File: src/hw/rtl/tic_pkg.sv
package tic_pkg;

  localparam int unsigned HalfW  = 16;
  localparam int unsigned AddrW  = 32;
  localparam int unsigned ClassW = 7;
  localparam int unsigned DispW  = 3;
  localparam int unsigned CountW = 4;
  localparam int unsigned RegW   = 4;

  typedef struct packed {
    logic [HalfW-1:0] first_half;
    logic [HalfW-1:0] second_half;
    logic [AddrW-1:0] pc_addr;
  } in_item_t;

  typedef struct packed {
    logic              is_wide;
    logic [ClassW-1:0] op_class;
    logic              target_valid;
    logic [AddrW-1:0]  dest_addr;
    logic [DispW-1:0]  disp_kind;
    logic              has_reg_list;
    logic [CountW-1:0] reg_count;
    logic              list_has_pc_or_lr;
    logic [RegW-1:0]   branch_reg;
  } result_t;

  // displacement kinds
  localparam logic [DispW-1:0] DK_NONE     = 3'd0;
  localparam logic [DispW-1:0] DK_DISP8    = 3'd1;
  localparam logic [DispW-1:0] DK_DISP11   = 3'd2;
  localparam logic [DispW-1:0] DK_DISP24   = 3'd3;
  localparam logic [DispW-1:0] DK_INDIRECT = 3'd4;

  // class codes
  localparam logic [ClassW-1:0] CLS_UNK     = 7'd0;
  localparam logic [ClassW-1:0] CLS_LSL_I   = 7'd1;
  localparam logic [ClassW-1:0] CLS_LSR_I   = 7'd2;
  localparam logic [ClassW-1:0] CLS_ASR_I   = 7'd3;
  localparam logic [ClassW-1:0] CLS_ADD_R   = 7'd4;
  localparam logic [ClassW-1:0] CLS_MOV_I   = 7'd8;
  localparam logic [ClassW-1:0] CLS_CMP_I   = 7'd9;
  localparam logic [ClassW-1:0] CLS_ADD_I8  = 7'd10;
  localparam logic [ClassW-1:0] CLS_SUB_I8  = 7'd11;
  localparam logic [ClassW-1:0] CLS_AND     = 7'd12;
  localparam logic [ClassW-1:0] CLS_CMP_R   = 7'd22;
  localparam logic [ClassW-1:0] CLS_MOV_R   = 7'd28;
  localparam logic [ClassW-1:0] CLS_BX      = 7'd29;
  localparam logic [ClassW-1:0] CLS_BLX     = 7'd30;
  localparam logic [ClassW-1:0] CLS_LDR_LIT = 7'd31;
  localparam logic [ClassW-1:0] CLS_STR_R   = 7'd32;
  localparam logic [ClassW-1:0] CLS_LDR_R   = 7'd36;
  localparam logic [ClassW-1:0] CLS_STR_I   = 7'd40;
  localparam logic [ClassW-1:0] CLS_LDR_I   = 7'd41;
  localparam logic [ClassW-1:0] CLS_STRB_I  = 7'd42;
  localparam logic [ClassW-1:0] CLS_LDRB_I  = 7'd43;
  localparam logic [ClassW-1:0] CLS_STRH_I  = 7'd44;
  localparam logic [ClassW-1:0] CLS_LDRH_I  = 7'd45;
  localparam logic [ClassW-1:0] CLS_ADR     = 7'd46;
  localparam logic [ClassW-1:0] CLS_ADD_SP_I = 7'd47;
  localparam logic [ClassW-1:0] CLS_SUB_SP_I = 7'd48;
  localparam logic [ClassW-1:0] CLS_SXTH    = 7'd49;
  localparam logic [ClassW-1:0] CLS_PUSH    = 7'd53;
  localparam logic [ClassW-1:0] CLS_CPS     = 7'd54;
  localparam logic [ClassW-1:0] CLS_REV     = 7'd55;
  localparam logic [ClassW-1:0] CLS_REV16   = 7'd56;
  localparam logic [ClassW-1:0] CLS_REVSH   = 7'd57;
  localparam logic [ClassW-1:0] CLS_POP     = 7'd58;
  localparam logic [ClassW-1:0] CLS_BKPT    = 7'd59;
  localparam logic [ClassW-1:0] CLS_NOP     = 7'd60;
  localparam logic [ClassW-1:0] CLS_STM     = 7'd65;
  localparam logic [ClassW-1:0] CLS_LDM     = 7'd66;
  localparam logic [ClassW-1:0] CLS_B_COND  = 7'd67;
  localparam logic [ClassW-1:0] CLS_UDF     = 7'd68;
  localparam logic [ClassW-1:0] CLS_SVC     = 7'd69;
  localparam logic [ClassW-1:0] CLS_B       = 7'd70;
  localparam logic [ClassW-1:0] CLS_MSR     = 7'd71;
  localparam logic [ClassW-1:0] CLS_DSB     = 7'd72;
  localparam logic [ClassW-1:0] CLS_DMB     = 7'd73;
  localparam logic [ClassW-1:0] CLS_ISB     = 7'd74;
  localparam logic [ClassW-1:0] CLS_MRS     = 7'd75;
  localparam logic [ClassW-1:0] CLS_BL      = 7'd76;

endpackage

File: src/hw/rtl/thumb_instruction_classifier.sv
// Decodes one ARMv6-M Thumb instruction per clock. An instruction is taken
// when start_i is high (busy_o stays low, so every cycle can transfer), and
// its result appears on result_o with result_valid_o high for exactly one
// cycle, after passing through the input register and then the result
// register, with the decode and the 32-bit target add between them.
// Results come out in order and must be captured on that cycle; the
// block has no way to hold them.
module thumb_instruction_classifier (
  input  logic              clk_i,
  input  logic              rst_ni,
  input  logic              start_i,
  output logic              busy_o,
  input  tic_pkg::in_item_t in_item_i,
  output logic              result_valid_o,
  output tic_pkg::result_t  result_o
);
  import tic_pkg::*;

  logic     in_valid_d, in_valid_q;
  in_item_t in_d, in_q;
  logic     res_valid_d, res_valid_q;
  result_t  res_d, res_q;

  assign busy_o      = 1'b0;
  assign in_valid_d  = start_i & ~busy_o;
  assign in_d        = in_item_i;
  assign res_valid_d = in_valid_q;

  tic_decode u_decode (
    .item_i   (in_q),
    .result_o (res_d)
  );

  always_ff @(posedge clk_i or negedge rst_ni) begin
    if (!rst_ni) begin
      in_valid_q  <= 1'b0;
      res_valid_q <= 1'b0;
    end else begin
      in_valid_q  <= in_valid_d;
      res_valid_q <= res_valid_d;
    end
  end

  always_ff @(posedge clk_i) begin
    if (in_valid_d) begin
      in_q <= in_d;
    end
    if (res_valid_d) begin
      res_q <= res_d;
    end
  end

  assign result_valid_o = res_valid_q;
  assign result_o       = res_q;

  a_advance: assert property (@(posedge clk_i) disable iff (!rst_ni)
    in_valid_q |=> result_valid_o)
    else $error("decoded item did not reach the result register");

  a_target_kind: assert property (@(posedge clk_i) disable iff (!rst_ni)
    (result_valid_o && result_o.target_valid) |->
      (result_o.disp_kind == DK_DISP8 || result_o.disp_kind == DK_DISP11 ||
       result_o.disp_kind == DK_DISP24))
    else $error("target without direct displacement kind");

  a_no_target: assert property (@(posedge clk_i) disable iff (!rst_ni)
    (result_valid_o && !result_o.target_valid) |-> (result_o.dest_addr == '0))
    else $error("target address set without a valid target");

  a_list: assert property (@(posedge clk_i) disable iff (!rst_ni)
    (result_valid_o && !result_o.has_reg_list) |->
      (result_o.reg_count == '0 && !result_o.list_has_pc_or_lr))
    else $error("register list fields set for a non-list instruction");

endmodule

File: src/hw/rtl/tic_decode.sv
module tic_decode (
  input  tic_pkg::in_item_t item_i,
  output tic_pkg::result_t  result_o
);
  import tic_pkg::*;

  logic [HalfW-1:0]  h;
  logic [HalfW-1:0]  lo;
  logic              wide;
  logic [ClassW-1:0] nar_cls;
  logic [ClassW-1:0] wid_cls;
  logic [ClassW-1:0] cls;
  logic [AddrW-1:0]  disp;
  logic [AddrW-1:0]  sum;
  logic [CountW-1:0] ones;
  logic              push_pop;
  logic              is_list;

  assign h    = item_i.first_half;
  assign lo   = item_i.second_half;
  assign wide = (h[15:11] >= 5'h1d);

  always_comb begin
    nar_cls = CLS_UNK;
    unique case (h[15:11])
      5'd0:  nar_cls = CLS_LSL_I;
      5'd1:  nar_cls = CLS_LSR_I;
      5'd2:  nar_cls = CLS_ASR_I;
      5'd3:  nar_cls = CLS_ADD_R + {5'd0, h[10:9]};
      5'd4:  nar_cls = CLS_MOV_I;
      5'd5:  nar_cls = CLS_CMP_I;
      5'd6:  nar_cls = CLS_ADD_I8;
      5'd7:  nar_cls = CLS_SUB_I8;
      5'd8: begin
        if (!h[10]) begin
          nar_cls = CLS_AND + {3'd0, h[9:6]};
        end else begin
          unique case (h[9:8])
            2'd0: nar_cls = CLS_ADD_R;
            2'd1: nar_cls = (h[7:6] != 2'd0) ? CLS_CMP_R : CLS_UNK;
            2'd2: nar_cls = (h[7] && (h[2:0] == 3'b111)) ? CLS_BX : CLS_MOV_R;
            default: nar_cls = h[7] ? CLS_BLX : CLS_BX;
          endcase
        end
      end
      5'd9:  nar_cls = CLS_LDR_LIT;
      5'd10: nar_cls = CLS_STR_R + {5'd0, h[10:9]};
      5'd11: nar_cls = CLS_LDR_R + {5'd0, h[10:9]};
      5'd12: nar_cls = CLS_STR_I;
      5'd13: nar_cls = CLS_LDR_I;
      5'd14: nar_cls = CLS_STRB_I;
      5'd15: nar_cls = CLS_LDRB_I;
      5'd16: nar_cls = CLS_STRH_I;
      5'd17: nar_cls = CLS_LDRH_I;
      5'd18: nar_cls = CLS_STR_I;
      5'd19: nar_cls = CLS_LDR_I;
      5'd20: nar_cls = CLS_ADR;
      5'd21: nar_cls = CLS_ADD_SP_I;
      5'd22: begin
        if (!h[10]) begin
          priority if (h[9:7] == 3'b000) begin
            nar_cls = CLS_ADD_SP_I;
          end else if (h[9:7] == 3'b001) begin
            nar_cls = CLS_SUB_SP_I;
          end else if (h[9:8] == 2'b10) begin
            nar_cls = CLS_SXTH + {5'd0, h[7:6]};
          end else begin
            nar_cls = CLS_UNK;
          end
        end else if (!h[9]) begin
          nar_cls = CLS_PUSH;
        end else begin
          nar_cls = (h[8:5] == 4'b0011) ? CLS_CPS : CLS_UNK;
        end
      end
      5'd23: begin
        if (!h[10]) begin
          unique case (h[9:6])
            4'd8:    nar_cls = CLS_REV;
            4'd9:    nar_cls = CLS_REV16;
            4'd11:   nar_cls = CLS_REVSH;
            default: nar_cls = CLS_UNK;
          endcase
        end else if (!h[9]) begin
          nar_cls = CLS_POP;
        end else if (!h[8]) begin
          nar_cls = CLS_BKPT;
        end else begin
          nar_cls = (h[7:4] <= 4'd4) ? CLS_NOP + {3'd0, h[7:4]} : CLS_UNK;
        end
      end
      5'd24: nar_cls = CLS_STM;
      5'd25: nar_cls = CLS_LDM;
      5'd26, 5'd27: begin
        if (h[11:9] != 3'b111) begin
          nar_cls = CLS_B_COND;
        end else begin
          nar_cls = h[8] ? CLS_SVC : CLS_UDF;
        end
      end
      5'd28: nar_cls = CLS_B;
      default: nar_cls = CLS_UNK;
    endcase
  end

  always_comb begin
    wid_cls = CLS_UNK;
    priority if ((h[12:11] != 2'b10) || !lo[15]) begin
      wid_cls = CLS_UNK;
    end else if (lo[14] && lo[12]) begin
      wid_cls = CLS_BL;
    end else if (lo[14] || lo[12]) begin
      wid_cls = CLS_UNK;
    end else if (h[9:5] == 5'b11100) begin
      wid_cls = CLS_MSR;
    end else if (h[9:4] == 6'b111011) begin
      unique case (lo[7:4])
        4'd4:    wid_cls = CLS_DSB;
        4'd5:    wid_cls = CLS_DMB;
        4'd6:    wid_cls = CLS_ISB;
        default: wid_cls = CLS_UNK;
      endcase
    end else if (lo[13] && (h[10:4] == 7'h7f)) begin
      wid_cls = CLS_UDF;
    end else if (h[9:5] == 5'b11111) begin
      wid_cls = CLS_MRS;
    end else begin
      wid_cls = CLS_UNK;
    end
  end

  assign cls = wide ? wid_cls : nar_cls;

  always_comb begin
    disp = '0;
    priority if (cls == CLS_B) begin
      disp = {{20{h[10]}}, h[10:0], 1'b0};
    end else if (cls == CLS_B_COND) begin
      disp = {{23{h[7]}}, h[7:0], 1'b0};
    end else begin
      disp = {{7{h[10]}}, h[10], ~(lo[13] ^ h[10]), ~(lo[11] ^ h[10]),
              h[9:0], lo[10:0], 1'b0};
    end
  end

  assign sum = item_i.pc_addr + disp + AddrW'(4);

  always_comb begin
    ones = '0;
    for (int i = 0; i < 8; i++) begin
      ones = ones + CountW'(h[i]);
    end
  end

  assign push_pop = (cls == CLS_PUSH) || (cls == CLS_POP);
  assign is_list  = push_pop || (cls == CLS_STM) || (cls == CLS_LDM);

  always_comb begin
    result_o                   = '0;
    result_o.is_wide           = wide;
    result_o.op_class          = cls;
    result_o.has_reg_list      = is_list;
    result_o.list_has_pc_or_lr = push_pop & h[8];
    if (is_list) begin
      result_o.reg_count = ones + CountW'(push_pop & h[8]);
    end
    priority if (cls == CLS_B) begin
      result_o.target_valid = 1'b1;
      result_o.dest_addr    = sum;
      result_o.disp_kind    = DK_DISP11;
    end else if (cls == CLS_B_COND) begin
      result_o.target_valid = 1'b1;
      result_o.dest_addr    = sum;
      result_o.disp_kind    = DK_DISP8;
    end else if (cls == CLS_BL) begin
      result_o.target_valid = 1'b1;
      result_o.dest_addr    = sum;
      result_o.disp_kind    = DK_DISP24;
    end else if ((cls == CLS_BX) || (cls == CLS_BLX)) begin
      result_o.disp_kind  = DK_INDIRECT;
      result_o.branch_reg = h[6:3];
    end else if ((cls == CLS_POP) && h[8]) begin
      result_o.disp_kind = DK_INDIRECT;
    end else begin
      result_o.disp_kind = DK_NONE;
    end
  end

endmodule
File: config.mk
export PLATFORM = sky130hd
export DESIGN_NAME = thumb_instruction_classifier
export DESIGN_NICKNAME = d
export VERILOG_FILES = /design/src/hw/rtl/tic_pkg.sv /design/src/hw/rtl/thumb_instruction_classifier.sv /design/src/hw/rtl/tic_decode.sv
export SDC_FILE = /design/constraint.sdc
export NUM_CORES = 1
export LEC_CHECK = 0
export BUFFER_PORTS_ARGS = -buffer_cell sky130_fd_sc_hd__buf_2
export CAP_MARGIN = 20
export CORE_MARGIN = 10
export CORE_UTILIZATION = 48
export CTS_BUF_LIST = sky130_fd_sc_hd__clkbuf_4 sky130_fd_sc_hd__clkbuf_8
export CTS_CLUSTER_SIZE = 40
export DETAILED_ROUTE_END_ITERATION = 16
export PLACE_DENSITY = 0.81
export SLEW_MARGIN = 20
export SYNTH_ARGS = -nofsm -noshare
export SYNTH_HDL_FRONTEND = slang
export SYNTH_SLANG_ARGS = --single-unit
File: constraint.sdc
create_clock -name clk_i -period 9.4 [get_ports clk_i]
set_input_delay 0.94 -clock clk_i [delete_from_list [all_inputs] [get_ports clk_i]]
set_output_delay 0.94 -clock clk_i [all_outputs]
set_load 0.01 [all_outputs]
==> results of run 1 <==
-- logic make-up after synthesis --
logic type / share of synthesized area (%)
DFF: 47.1
other: 0.0491
and+or+nand+nor: 13.9
xor gates and xnor gates: 3.10
buffers and inverters: 3.76
adders and majority gates: 14.0
AOI/OAI and AO/OA: 16.3
muxes: 1.77
-- stage by stage --
step	utilization [%]	total power, mW
final	55.9	1.60
after global routing	55.9	1.68
after CTS	55.9	1.60
after detailed placement	53.4	1.13
after global placement	53.4	1.12
after floorplan	-	1.00
-- per-layer routing --
metal / routed length [um] / share of wire, %
met2: 8620 / 46
met5: 0 / 0
met1: 8280 / 44
met4: 495 / 2.6
met3: 1380 / 7.3
-- state kept, by name (all words and copies together) (netlist names) --
name and count:
result_o 54, result_valid_o 1, in_q 64, in_valid_q 1
-- area by class of cell --
cell class                      count  area, um2  area share (%)
Timing Repair Buffer              124        628            7.15
Inverter                           39        148            1.68
Sequential cell                   120       3590            40.9
Multi-Input combinational cell    488       3750            42.7
Clock inverter                     14        158            1.79
Tap cell                          216        270            3.07
Clock buffer                       18        241            2.75
-- synth_stat cells (6+ instances only) --
master	instances
edfxtp_1	118
ha_1	76
nor2_1	62
a21oi_1	33
inv_1	33
nand2_1	27
o21a_1	23
nor3_1	21
xnor2_1	18
o21ai_0	16
a211oi_1	14
nand2b_1	14
nand3_1	13
a21o_1	11
o21bai_1	10
buf_2	9
xor2_1	9
and2_1	8
buf_4	7
nor4_1	7
a31oi_1	6
fa_1	6
o211ai_1	6
-- power by group --
part           switching (mW)  internal (mW)  leakage, nW
clock network           0.215          0.261        0.187
registers              0.0379          0.635         1.16
logic                   0.257          0.192         2.27
total                   0.509           1.09         3.62
-- final timing paths --
check | start | endpoint | depth (start not counted)
setup reg to reg | in_q[56]$_DFFE_PP_ | result_o[37]$_DFFE_PP_ | 22
min in group clk_i | in_q[0]$_DFFE_PP_ | result_o[13]$_DFFE_PP_ | 2
setup / recovery | in_q[56]$_DFFE_PP_ | result_o[37]$_DFFE_PP_ | 22
hold reg to reg | in_q[0]$_DFFE_PP_ | result_o[13]$_DFFE_PP_ | 2
hold / removal | rst_ni | in_valid_q$_DFF_PN0_ | 1
max in group asynchronous | rst_ni | in_valid_q$_DFF_PN0_ | 1
-- layout by cell type (no fill, tap or decap), drive strengths merged, types with 14 or more instances in the layout --
cell / Yosys / final
nor2: 64 / 64
o21ai: 17 / 17
edfxtp: 118 / 118
a211oi: 15 / 15
o21a: 23 / 23
nand2: 29 / 29
xnor2: 18 / 18
inv: 38 / 38
nand3: 14 / 14
nor3: 21 / 21
a21oi: 34 / 34
ha: 76 / 76
buf: 18 / 124
clkbuf: 5 / 18
nand2b: 16 / 16
==> impl_metrics.py, run 1 <==
metrics = {
    "floorplanning": {
        "ios": 123,
        "core_area_um2": 15700,
        "start_util_pct": 48.6,
        "die_w_um": 146,
        "die_area_um2": 21300,
        "placement_rows": 46,
        "die_y_um": 146,
    },
    "clock_tree": {
        "cts_setup_buffers": 0,
        "cts_hold_buf": 0,
        "cts-root-buf": "clkbuf_8",
        "cts_buffer_depth": 2,
        "cts-resized-gates": 0,
        "clock_sinks": 120,
        "htree_num_levels": 4,
        "cts_tree": "yes",
        "cts_buffers": 17,
        "clk_latency_ns": 0.47,
        "clk_pin_slew_worst_paths_ns": 0.07,
    },
    "critical_path": {
        "critical_path.cell_chain": "inv_1 > ha_1 > and4b_1 > a221o_1 > a211oi_1 > nor2_1 > a211oi_4 > nand2_4 > a21oi_4 > mux2_2 > ha_1 > ha_1 > fa_1 > a211oi_1 > o211a_1 > nor3_1 > o31ai_1 > a21oi_1 > o31ai_1 > a21boi_0 > xnor2_1 > nor2_1",
        "slowest_stage": "edfxtp_1",
        "critPathMaxFanout": 23,
        "crit_type": "flip-flop to flip-flop",
        "cp-start-kind": "flip-flop",
        "cp_data_required_time_ns": 9.60,
        "crit_arrival_ns": 7.12,
        "cpLargestDelayFamily": "compound AO/OA/AOI/OAI gates",
        "max_stage_delay_ns": 0.86,
        "cp_common_cell": "ha_1",
        "cp_num_buf_inv": 1,
        "end_kind": "flip-flop",
        "r2r_slack_ns": 2.48,
    },
    "final_layout": {
        "syn2layout_area_growth_pct": 15.2,
        "final_area_um2": 8790,
        "drive_gt1_share_pct": 23.7,
        "n_antenna_cell": 0,
        "fin_nets": 939,
        "n_fill_cell": 1378,
        "finalNonFillerCells": 1019,
    },
    "placement": {
        "gp_congestion": 0.928,
        "post_dp_cell_area_um2": 8390,
        "hpwl_um": 14000,
        "port_buffers": 121,
        "place_inst": 987,
        "pre_cts_ws_ns": 2.58,
    },
    "global_routing": {
        "antenna_found_initial": 0,
        "grtUsageMet1_pct": 23.0,
        "grt_pass1_vias": 5638,
        "grt_start_max_net_pins": 66,
        "gr-total-overflow": 0,
        "grt-busiest-layer": "met2",
        "grtUsageTotal_pct": 17.5,
        "grt_first_pass_wirelength_um": 29800,
        "grtUsageMet2_pct": 26.7,
        "grt_util_met3_pct": 4.70,
    },
    "timing": {
        "hold_violations": 0,
        "worst_pin_slew_ns": 0.851,
        "final-setup-viol-count": 0,
        "slew_viol_final": 0,
        "max_slew_margin_pct": 43.3,
        "rsz0062_at_grt": "no",
        "period_share_pct": 73.6,
        "fin_hold_ws_ns": 0.263,
        "tns_ns": 0,
        "final.setup_skew_ns": 0.0192,
        "fmax_mhz": 145,
        "timing.final.crit_period_ns": 6.92,
        "layout_setup_ws_ns": 2.48,
    },
    "synthesis": {
        "yosys.area.top_type": "edfxtp_1",
        "netlist-cell-type-count": 86,
        "synth.area.top_cells": "edfxtp_1 46%, ha_1 12%, nor2_1 3.1%",
        "async_reset_ff_share_pct": 1.67,
        "synth_area_um2": 7630,
        "ys_seq_area_share_pct": 47.1,
        "netlist.area_leader.share_pct": 46.4,
        "ys_warn_count": 0,
        "synth_area_per_cell_um2": 11.4,
        "synth_flop_cell": "edfxtp_1",
        "synth_fp_nets": 819,
        "synth_edf_count": 118,
        "synth-seq-cells": 120,
        "synth_cells": 670,
    },
    "route": {
        "route.detailed.drc": 0,
        "ant_nets": 0,
        "vias": 5694,
        "drt_iter0_drc": 463,
        "dr.pass1.iters": 5,
        "postRouteWirelength_um": 18800,
        "wl_per_cell_um": 18.4,
        "vias_per_cell": 5.59,
    },
    "hold_path": {
        "worstHoldPathType": "primary input to async pin",
    },
    "pwr": {
        "peakVddDrop_uv": 116,
        "powerDensity_nw_per_um2": 182,
        "power.leakage_nw": 3.62,
    },
    "run": {
        "cap_violations": 0,
    },
    "status": {
        "status": "complete, no violations",
    },
}
Power figures use the tool's default switching activity.
==> inputs of run 2 (changes only) <==
==> constraint.sdc (replaced) <==
create_clock -name clk_i -period 6.5 [get_ports clk_i]
set_input_delay 0.65 -clock clk_i [delete_from_list [all_inputs] [get_ports clk_i]]
set_output_delay 0.65 -clock clk_i [all_outputs]
set_load 0.01 [all_outputs]
==> impl_metrics.py, run 2 (synthesis results as in run 1) <==
metrics = {
    "final_layout": {
        "largest-register": "in_q",
        "fin_nets": 956,
        "fin_util_pct": 57.0,
        "final_cell_mix": "121 x buf_2, 118 x edfxtp_1, 76 x ha_1",
        "largest_reg_flops": 64,
        "n_antenna_cell": 0,
        "n_fill_cell": 1320,
        "final_area_um2": 8960,
        "syn2layout_area_growth_pct": 17.4,
        "drive_gt1_share_pct": 25.7,
        "final_common_cell": "buf_2",
    },
    "pwr": {
        "clkPwrFrac_pct": 29.9,
        "switching_share_pct": 31.4,
        "powerDensity_nw_per_um2": 261,
        "power.internal_mw": 1.61,
        "peakVddDrop_uv": 206,
        "power.leakage_nw": 3.72,
        "seq_power_share_pct": 41.0,
        "pwr-share-comb_pct": 29.1,
        "p_total_mw": 2.34,
        "power.switching_mw": 0.737,
    },
    "clock_tree": {
        "cts_buffer_depth": 2,
        "clk_latency_ns": 0.45,
        "cts_buffers": 17,
        "cts-root-buf": "clkbuf_8",
        "clock_sinks": 120,
        "cts_tree": "yes",
        "clk_pin_slew_worst_paths_ns": 0.08,
        "htree_num_levels": 4,
    },
    "floorplanning": {
        "start_util_pct": 48.6,
        "core_area_um2": 15700,
        "ios": 123,
        "placement_rows": 46,
        "die_w_um": 146,
        "die_area_um2": 21300,
        "die_y_um": 146,
    },
    "timing": {
        "timing.final.crit_period_ns": 6.06,
        "fmax_mhz": 165,
        "final.setup_skew_ns": 0.0138,
        "worst_pin_slew_ns": 0.801,
        "slew_viol_final": 0,
        "tns_ns": 0,
        "period_share_pct": 93.2,
        "final-setup-viol-count": 0,
        "rsz0062_at_grt": "no",
        "max_slew_margin_pct": 46.6,
        "hold_violations": 0,
    },
    "placement": {
        "post_dp_cell_area_um2": 8500,
        "port_buffers": 121,
        "hpwl_um": 14200,
        "gp_congestion": 0.944,
    },
    "critical_path": {
        "cp_data_required_time_ns": 6.70,
        "end_kind": "flip-flop",
        "cp_common_cell": "ha_1",
        "critical_path.cell_chain": "buf_4 > ha_1 > nand3_1 > or2_1 > a211oi_1 > o2111ai_1 > a211oi_4 > nand2_4 > a21oi_4 > buf_4 > mux2_1 > ha_1 > ha_1 > a2111oi_0 > o21ai_0 > nand3_1 > o211ai_1 > a41oi_2 > a21oi_1 > a31oi_1 > or3_1 > mux2i_1",
        "crit_arrival_ns": 6.26,
        "critPathMaxFanout": 20,
        "max_stage_delay_ns": 0.40,
        "slowest_stage": "a211oi_4",
        "cpLargestDelayFamily": "compound AO/OA/AOI/OAI gates",
        "crit_type": "flip-flop to flip-flop",
        "cp-start-kind": "flip-flop",
        "cp_num_buf_inv": 2,
    },
    "global_routing": {
        "grt_util_met3_pct": 4.76,
        "grtUsageMet2_pct": 27.2,
        "grtUsageTotal_pct": 18.1,
        "grt_pass1_vias": 5773,
        "gr-total-overflow": 0,
        "antenna_found_initial": 0,
        "grt-busiest-layer": "met2",
        "grt_first_pass_wirelength_um": 30900,
        "grtUsageMet1_pct": 24.3,
        "grt_start_max_net_pins": 66,
    },
    "route": {
        "drt_iter0_drc": 513,
        "wl_per_cell_um": 18.5,
        "postRouteWirelength_um": 19100,
        "dr.pass1.iters": 6,
        "route.detailed.drc": 0,
        "vias_per_cell": 5.65,
        "vias": 5857,
        "ant_nets": 0,
    },
    "run": {
        "cap_violations": 0,
    },
    "status": {
        "status": "complete, no violations",
    },
    "hold_path": {
        "worstHoldPathType": "primary input to flip-flop",
    },
}
==> run 2: cell types whose count changed in the layout (fill, tap and decap cells not counted), moves of 2 or more <==
cell / delta
clkinv_2: +2
clkinvlp_4: -2
buf_4: +15
clkinv_1: -3
==> run 2: timing repair <==
| item | CTS | global route |
|---|---|---|
| setup buffers | 0 | 1 |
| endpoints found under the setup margin | 0 | 6 |
| hold buffers | 1 | 0 |
| hold endpoints to repair | 2 | 0 |
| resized for setup | 0 | 2 |
==> run 2: layer usage <==
layer  vias to the layer above  wire (um)
li1                       2801          -
met1                      2732       8500
met2                       279       8580
met3                        45       1590
met4                         0        457
met5                         -          0
==> run 2: path summary, 6_finish.rpt <==
kind                                    start                     end  slack, ns  cells after the start
hold reg to reg             in_q[0]$_DFFE_PP_  result_o[13]$_DFFE_PP_       0.55                      2
max in group asynchronous              rst_ni    in_valid_q$_DFF_PN0_       5.87                      2
hold / removal                  in_item_i[42]      in_q[42]$_DFFE_PP_       0.36                      1
setup / recovery           in_q[55]$_DFFE_PP_  result_o[44]$_DFFE_PP_       0.44                     22
min in group asynchronous              rst_ni    in_valid_q$_DFF_PN0_       0.52                      2
setup reg to reg           in_q[55]$_DFFE_PP_  result_o[44]$_DFFE_PP_       0.44                     22
==> run 2: cell type report <==
class / instances / area, um2 / area share [%]
clock buffer: 20 / 263 / 2.93
clock inverter: 12 / 150 / 1.68
inverter: 39 / 148 / 1.65
multi-input combinational: 488 / 3760 / 42.0
sequential: 120 / 3590 / 40.1
tap: 216 / 270 / 3.02
timing repair buffer: 141 / 771 / 8.60
==> run 2: per-stage QoR <==
| stage | setup slack (ns) | hold WS, ns | std cells |
|---|---|---|---|
| after CTS | 0.360 | 0.336 | 1035 |
| after global placement | 0.564 | 0.434 | 1002 |
| final | 0.440 | 0.364 | 1036 |
| after global routing | 0.0155 | 0.346 | 1036 |
| after floorplan | 0.660 | 0.354 | 670 |
| after detailed placement | 0.422 | 0.435 | 1002 |
==> run 2: power by group through the flow <==
stage / sequential (mW) / clock [mW] / combinational (mW)
3_5_place_dp: 0.979 / 0 / 0.662
6_report: 0.961 / 0.700 / 0.681
5_1_grt: 0.968 / 0.754 / 0.767
2_1_floorplan: 0.975 / 0 / 0.476
3_3_place_gp: 0.978 / 0 / 0.652
4_1_cts: 0.963 / 0.717 / 0.672
==> inputs of run 3 (changes only) <==
--- a/config.mk
+++ b/config.mk
@@ -12,6 +12,7 @@
 export CTS_BUF_LIST = sky130_fd_sc_hd__clkbuf_4 sky130_fd_sc_hd__clkbuf_8
 export CTS_CLUSTER_SIZE = 40
 export DETAILED_ROUTE_END_ITERATION = 16
+export GPL_TIMING_DRIVEN = 0
 export PLACE_DENSITY = 0.81
 export SLEW_MARGIN = 20
 export SYNTH_ARGS = -nofsm -noshare
==> constraint.sdc (replaced) <==
create_clock -name clk_i -period 6.5 [get_ports clk_i]
set_input_delay 1.3 -clock clk_i [delete_from_list [all_inputs] [get_ports clk_i]]
set_output_delay 1.3 -clock clk_i [all_outputs]
set_load 0.01 [all_outputs]
==> impl_metrics.py, run 3 (synthesis results as in run 1) <==
metrics = {
    "clock_tree": {
        "cts_buffer_depth": 2,
        "cts_buffers": 17,
        "clk_latency_ns": 0.45,
        "clk_pin_slew_worst_paths_ns": 0.08,
        "cts_tree": "yes",
        "clock_sinks": 120,
        "cts-root-buf": "clkbuf_8",
        "cts_hold_buf": 0,
        "htree_num_levels": 4,
    },
    "critical_path": {
        "ff2ff_path_depth": 25,
        "critPathMaxFanout": 10,
        "cp_num_buf_inv": 4,
        "cpLargestDelayFamily": "compound AO/OA/AOI/OAI gates",
        "crit_type": "flip-flop to flip-flop",
        "r2r_start": "in_q[54]$_DFFE_PP_",
        "crit_arrival_ns": 6.64,
        "cp_common_cell": "ha_1",
        "critPathLaunch": "in_q[54]$_DFFE_PP_",
        "cp_data_required_time_ns": 6.79,
        "max_stage_delay_ns": 0.47,
        "slowest_stage": "o311a_1",
        "cp.depth": 25,
        "cp-start-kind": "flip-flop",
        "end_kind": "flip-flop",
    },
    "floorplanning": {
        "ios": 123,
        "start_util_pct": 48.6,
        "die_w_um": 146,
        "core_area_um2": 15700,
        "placement_rows": 46,
        "die_y_um": 146,
        "die_area_um2": 21300,
    },
    "route": {
        "vias_per_cell": 5.55,
        "wl_per_cell_um": 18.5,
        "drt_iter0_drc": 508,
        "dr.pass1.iters": 5,
        "ant_nets": 0,
        "postRouteWirelength_um": 19400,
        "route.detailed.drc": 0,
        "vias": 5816,
    },
    "final_layout": {
        "largest-register": "in_q",
        "n_fill_cell": 1331,
        "finalNonFillerCells": 1048,
        "drive_gt1_share_pct": 27.0,
        "largest_reg_flops": 64,
        "syn2layout_area_growth_pct": 18.5,
        "final_area_um2": 9040,
        "fin_nets": 968,
        "multiInputGateArea_um2": 3790,
        "final_common_cell": "buf_2",
        "final_cell_mix": "128 x buf_2, 118 x edfxtp_1, 76 x ha_1",
        "seqCellArea_um2": 3590,
        "n_antenna_cell": 0,
    },
    "timing": {
        "period_share_pct": 97.7,
        "max_slew_margin_pct": 45.6,
        "hold_violations": 0,
        "final-setup-viol-count": 0,
        "worst_pin_slew_ns": 0.816,
        "fmax_mhz": 157,
        "slew_viol_final": 0,
        "timing.final.crit_period_ns": 6.35,
        "final.setup_skew_ns": 0.0121,
        "rsz0062_at_grt": "yes",
    },
    "hold_path": {
        "worstHoldPathType": "flip-flop to flip-flop",
        "min_from": "in_q[0]$_DFFE_PP_",
        "hold_depth": 2,
    },
    "global_routing": {
        "antenna_found_initial": 0,
        "grt_start_max_net_pins": 66,
        "grt_pass1_vias": 5767,
        "gr-total-overflow": 0,
        "grtUsageTotal_pct": 17.9,
        "grt_first_pass_wirelength_um": 30400,
    },
    "pwr": {
        "powerDensity_nw_per_um2": 257,
        "p_total_mw": 2.33,
        "peakVddDrop_uv": 177,
        "power.leakage_nw": 3.76,
    },
    "placement": {
        "place_inst": 1008,
        "gp_congestion": 0.953,
        "port_buffers": 121,
        "post_dp_cell_area_um2": 8530,
        "hpwl_um": 14700,
    },
    "run": {
        "cap_violations": 0,
    },
    "status": {
        "status": "complete, no violations",
    },
}
==> run 3: cell count changes in the layout (fill, tap and decap cells not counted), sizes merged <==
cell / before / now
clkbuf: 20 / 23
buf: 140 / 148
inv: 39 / 41
bufinv: 3 / 2
dlygate4sd3: 1 / 0
clkinvlp: 3 / 2
clkinv: 6 / 8
==> run 3: area by class of cell <==
type                            instances  share of cell area [%]
Clock inverter                         14                    1.66
Sequential cell                       120                    39.8
Clock buffer                           18                    2.67
Timing Repair Buffer                  130                    7.75
Multi-Input combinational cell        488                    41.9
Tap cell                              216                    2.99
Buffer                                 23                    1.61
Inverter                               39                    1.63
==> run 3: routing by layer <==
| metal | wire length, um | global-route usage [%] | vias to the layer above |
|---|---|---|---|
| met3 | 1160 | 4.17 | 30 |
| li1 | - | - | 2834 |
| met4 | 387 | 6.71 | 0 |
| met1 | 8920 | 24.0 | 2743 |
| met2 | 8910 | 27.5 | 209 |
| met5 | 0 | 0 | - |
==> run 3: what timing repair did <==
action | CTS | global route
endpoints found under the setup margin | 12 | 11
pin swaps | 2 | 5
setup buffers | 4 | 4
resized for setup | 4 | 10
==> run 3: path summary, 6_finish.rpt <==
| kind | slack [ns] | to |
|---|---|---|
| setup / recovery | 0.15 | result_o[41]$_DFFE_PP_ |
| hold / removal | 0.56 | result_o[13]$_DFFE_PP_ |
| setup reg to reg | 0.15 | result_o[41]$_DFFE_PP_ |
| hold reg to reg | 0.56 | result_o[13]$_DFFE_PP_ |
| max in group asynchronous | 5.77 | in_valid_q$_DFF_PN0_ |
| min in group asynchronous | 0.62 | in_valid_q$_DFF_PN0_ |
==> run 3: power breakdown <==
part / total (mW) / leakage [nW] / internal (mW) / switching [mW]
Sequential: 0.952 / 1.16 / 0.918 / 0.0343
Combinational: 0.710 / 2.40 / 0.302 / 0.407
Clock: 0.663 / 0.195 / 0.347 / 0.317
Total: 2.33 / 3.76 / 1.57 / 0.758
==> run 3: worst min-delay path: stages, from the launching register on <==
cell,delay (ns)
edfxtp_1,0.33
inv_1,0.04
nor2_1,0.08
==> run 3: per-stage QoR <==
step           utilization [%]  TNS [ns]  hold WS [ns]  setup slack [ns]
2_1_floorplan                -         0         0.519             0.660
3_3_place_gp              54.1     -3.98         0.530            -0.617
3_5_place_dp              54.3     -3.84         0.539            -0.629
4_1_cts                   57.1         0         0.561           0.00780
5_1_grt                   57.5   -0.0721         0.596           -0.0493
6_report                  57.5         0         0.560             0.149
